**config.mk**
```make
export PLATFORM = sky130hd
export DESIGN_NAME = mms_ram
export DESIGN_NICKNAME = d
export VERILOG_FILES = /design/src/hw/rtl/min_max_stack_unit_assert.svh /design/src/hw/rtl/mms_ram.sv
export SDC_FILE = /design/constraint.sdc
export NUM_CORES = 2
export LEC_CHECK = 0
export ABC_AREA = 1
export BUFFER_PORTS_ARGS = -buffer_cell sky130_fd_sc_hd__clkbuf_2
export CAP_MARGIN = 20
export CORE_MARGIN = 4
export CORE_UTILIZATION = 34
export CTS_CLUSTER_DIAMETER = 150
export CTS_CLUSTER_SIZE = 28
export DETAILED_ROUTE_END_ITERATION = 6
export GPL_ROUTABILITY_DRIVEN = 0
export HOLD_SLACK_MARGIN = 0.02
export SETUP_SLACK_MARGIN = 0.15
export SYNTH_ARGS = -nofsm -noshare
export SYNTH_HDL_FRONTEND = slang
export SYNTH_SLANG_ARGS = --single-unit
```
**constraint.sdc**
```tcl
create_clock -name clock -period 12.3 [get_ports clock]
set_clock_uncertainty 0.2 [all_clocks]
set_input_delay 2.46 -clock clock [delete_from_list [all_inputs] [get_ports clock]]
set_output_delay 2.46 -clock clock [all_outputs]
set_load 0.01 [all_outputs]
```
**src/hw/rtl/min_max_stack_unit_assert.svh**
```systemverilog
// Assertion macros used by the RTL of the min/max stack unit.
`ifndef MIN_MAX_STACK_UNIT_ASSERT_SVH
`define MIN_MAX_STACK_UNIT_ASSERT_SVH

`ifndef SYNTHESIS

// Same-cycle implication, disabled while reset is high.
`define MMS_ASSERT_IMPLY(label, clk, rst, lhs, rhs, msg) \
   label: assert property (@(posedge clk) disable iff (rst) (lhs) |-> (rhs)) \
      else $error(msg);

// Next-cycle implication, disabled while reset is high.
`define MMS_ASSERT_NEXT(label, clk, rst, lhs, rhs, msg) \
   label: assert property (@(posedge clk) disable iff (rst) (lhs) |=> (rhs)) \
      else $error(msg);

`else

`define MMS_ASSERT_IMPLY(label, clk, rst, lhs, rhs, msg)
`define MMS_ASSERT_NEXT(label, clk, rst, lhs, rhs, msg)

`endif

`endif

```
**src/hw/rtl/mms_ram.sv**
```systemverilog
// Generic simple dual-port RAM with registered read.
`timescale 1ns / 1ps

module mms_ram #(
   parameter int WIDTH = 32,
   parameter int DEPTH = 64
) (
   input  logic                     clock,
   input  logic                     wr_en,
   input  logic [$clog2(DEPTH)-1:0] wr_addr,
   input  logic [WIDTH-1:0]         wr_data,
   input  logic                     rd_en,
   input  logic [$clog2(DEPTH)-1:0] rd_addr,
   output logic [WIDTH-1:0]         rd_data
);

   logic [WIDTH-1:0] mem_ff [DEPTH];
   logic [WIDTH-1:0] rd_data_ff;

   always_ff @(posedge clock) begin
      if (wr_en) begin
         mem_ff[wr_addr] <= wr_data;
      end
      if (rd_en) begin
         rd_data_ff <= mem_ff[rd_addr];
      end
   end

   assign rd_data = rd_data_ff;

endmodule

```
==> summary.md <==
| Metric | Value |
|---|---|
| Status | `finished clean` |
| CP startpoint kind | `primary input` |
| Post-CTS Setup Bufs | `0` |
| Placement Rows | `181` |
| Commonest non-fill, non-tap cell in the layout | `nand2_1` |
| Initial antenna violation count | `14` |
| Highest routed metal layer | `met4` |
| Synth Area per Inst | `12.3 um2` |
| Post-route minimum period | `5.92 ns` |
| Pwr/cell area | `136 nW/um2` |
| Vias per cell | `5.35` |
| Leak Pwr | `30.2 nW` |
| Arrival @ worst endpoint | `6.32 ns` |
| Hold Violations, Final | `0` |
| H-tree depth | `3` |
| Area of the multi-input gates | `18800 um2` |
| Total clock buffers created by CTS | `84` |
| Initial core utilization | `34.1%` |
| Number of global-route vias before repair | `49271` |
| Net count, final | `6683` |
| Fin. max-slew vios | `0` |
| Placeable core area | `243000 um2` |
| Final setup violation count | `0` |
| Met1 WL | `99.0 mm` |
| Post-synthesis sequential area ratio | `75.2%` |
| Most frequent cells in the layout | `2248 x nand2_1, 2080 x edfxtp_1, 1907 x nand3_1, 141 x buf_4, 87 x clkbuf_16` |
| Mapped Nets | `6816` |
| Tightest Pin Transition | `1.36 ns` |
| Area contributors post-synth | `edfxtp_1 75%, nand3_1 11%, nand2_1 10%` |
| Post-CTS sizing | `0` |
| VDD IR max | `0.109 mV` |
| Initial DRC Count | `6399` |
| Via count | `52685` |
| I/O pin cnt | `79` |
| F_max | `169 MHz` |
| Residual DRC | `0` |
| Pin count of the biggest net entering global routing | `217` |
| Yosys top cell area share | `75.2%` |
| #FFs+latches synth | `2080` |
| Fin worst setup slack | `6.38 ns` |
| Routed WL | `242 mm` |
| Die Width | `502 um` |
| DP HPWL | `123 mm` |
| TNS Setup | `0 ns` |
| DR pass1 iterations | `5` |
| Fill count | `23246` |
| Distinct cells, synth | `15` |
| Die area | `252000 um2` |
| DRT antenna net count | `0` |
| RSZ-0062 raised after global routing | `no` |
| Routed met3 length | `16.8 mm` |
| Overflow after GRT | `0` |
| Area Growth Syn to Fin | `7.50%` |
| DR WL met2 | `118 mm` |
| Mapped Area | `83100 um2` |
| Critical Path End Type | `register` |
| CTS Hold Buffers Added | `0` |
| CTS max path bufs | `3` |
| Area leader, netlist | `edfxtp_1` |
| Later-pin clock latency in the skew report | `0.75 ns` |
| Worst Hold Class | `register to register` |
| TritonCTS clock tree | `built` |
| Pre-CTS setup slack | `5.71 ns` |
| First-pass GRT wire length | `350 mm` |
| CTS Sinks | `2080` |
| Final period util | `48.2%` |
| Chip height | `502 um` |
| Synth warn | `0` |
| Share of layout cells above drive strength 1 | `5.90%` |
| Critical path required time | `12.70 ns` |
| Avg WL per Cell | `24.6 um` |
| Clock-pin slew of the registers on the worst-case setup and hold paths | `0.11 ns` |
| Critical path type | `primary input to register` |
| Maxcap violations | `0` |
| I/O Buffers | `78` |
| Post-Synthesis Cells | `6769` |
| All-Layer GR Usage | `18.7%` |
| Slew headroom | `9.58%` |
| CTS root buf | `clkbuf_16` |
| Seq. cell area | `62500 um2` |
| CP Max Fanout | `199` |
metal layers:
layer | vias up | track usage [%]
met5 | - | 0
met1 | 26378 | 25.5
met2 | 2259 | 30.9
li1 | 23694 | -
met3 | 354 | 1.98
met4 | 0 | 6.92
cells in the mapped netlist:
master and n:
nand2_1 2248, edfxtp_1 2080, nand3_1 1907, buf_2 282, clkbuf_1 77, nor2_1 56, buf_4 45, buf_1 40
inv_1 9, nand4_1 9, nor4_1 8, buf_6 3, buf_8 2, inv_2 2, inv_4 1
kinds of logic (layout without fill, tap and decap cells):
logic type    after synthesis  count (layout)  share of synthesized area (%)
simple gates             4228            4228                           22.0
buf+inv                   461             335                           2.77
other cells                 0               5                              0
flops                    2080            2080                           75.2
critical path: stages:
cell and delay, ns:
buf_8 0.47, buf_12 0.69, buf_4 0.96, nand2_1 0.19, nand3_1 0.15, nand3_1 0.10, nand3_1 0.17, nand3_1 0.14
nand2_1 0.11, nand2_1 0.27, nand2_1 0.20
report_power, final:
group          leakage [nW]  internal, mW  switching [mW]
Clock                  1.10          1.29            2.09
Combinational          10.3         0.202           0.675
Sequential             18.7          7.85          0.0279
final timing paths:
kind                                     to            from  slack [ns]  cells after the start
worst max register to register  rd_data[11]  mem_ff[55][11]       10.22                      8
worst min-delay path             rd_data[1]    mem_ff[6][1]        0.66                      8
worst max-delay path             rd_data[6]      rd_addr[0]        6.38                     11
worst min register to register   rd_data[1]    mem_ff[6][1]        0.66                      8
state kept, by name, indices dropped and copies added, names as in the netlist:
signal	cells
mem_ff	2048
rd_data	32
cell type report:
| cell class | count | area share, % |
|---|---|---|
| Clock inverter | 6 | 0.0827 |
| Tap cell | 3202 | 4.49 |
| Antenna cell | 5 | 0.0140 |
| Sequential cell | 2080 | 70.0 |
| Inverter | 12 | 0.0925 |
| Timing Repair Buffer | 230 | 1.92 |
| Multi-Input combinational cell | 4228 | 21.0 |
| Clock buffer | 87 | 2.44 |
through the flow:
step / hold slack, ns / cell area [um2] / power [mW] / cells / utilization (%)
2_1_floorplan: 0.597 / 83100 / 8.51 / 6769 / -
3_3_place_gp: 0.663 / 87000 / 8.90 / 9749 / 35.8
3_5_place_dp: 0.656 / 87000 / 8.92 / 9751 / 35.8
4_1_cts: 0.665 / 89300 / 12.2 / 9844 / 36.7
5_1_grt: 0.739 / 89300 / 12.5 / 9848 / 36.7
6_report: 0.658 / 89300 / 12.1 / 9850 / 36.7
(Power assumes the default switching activity.)
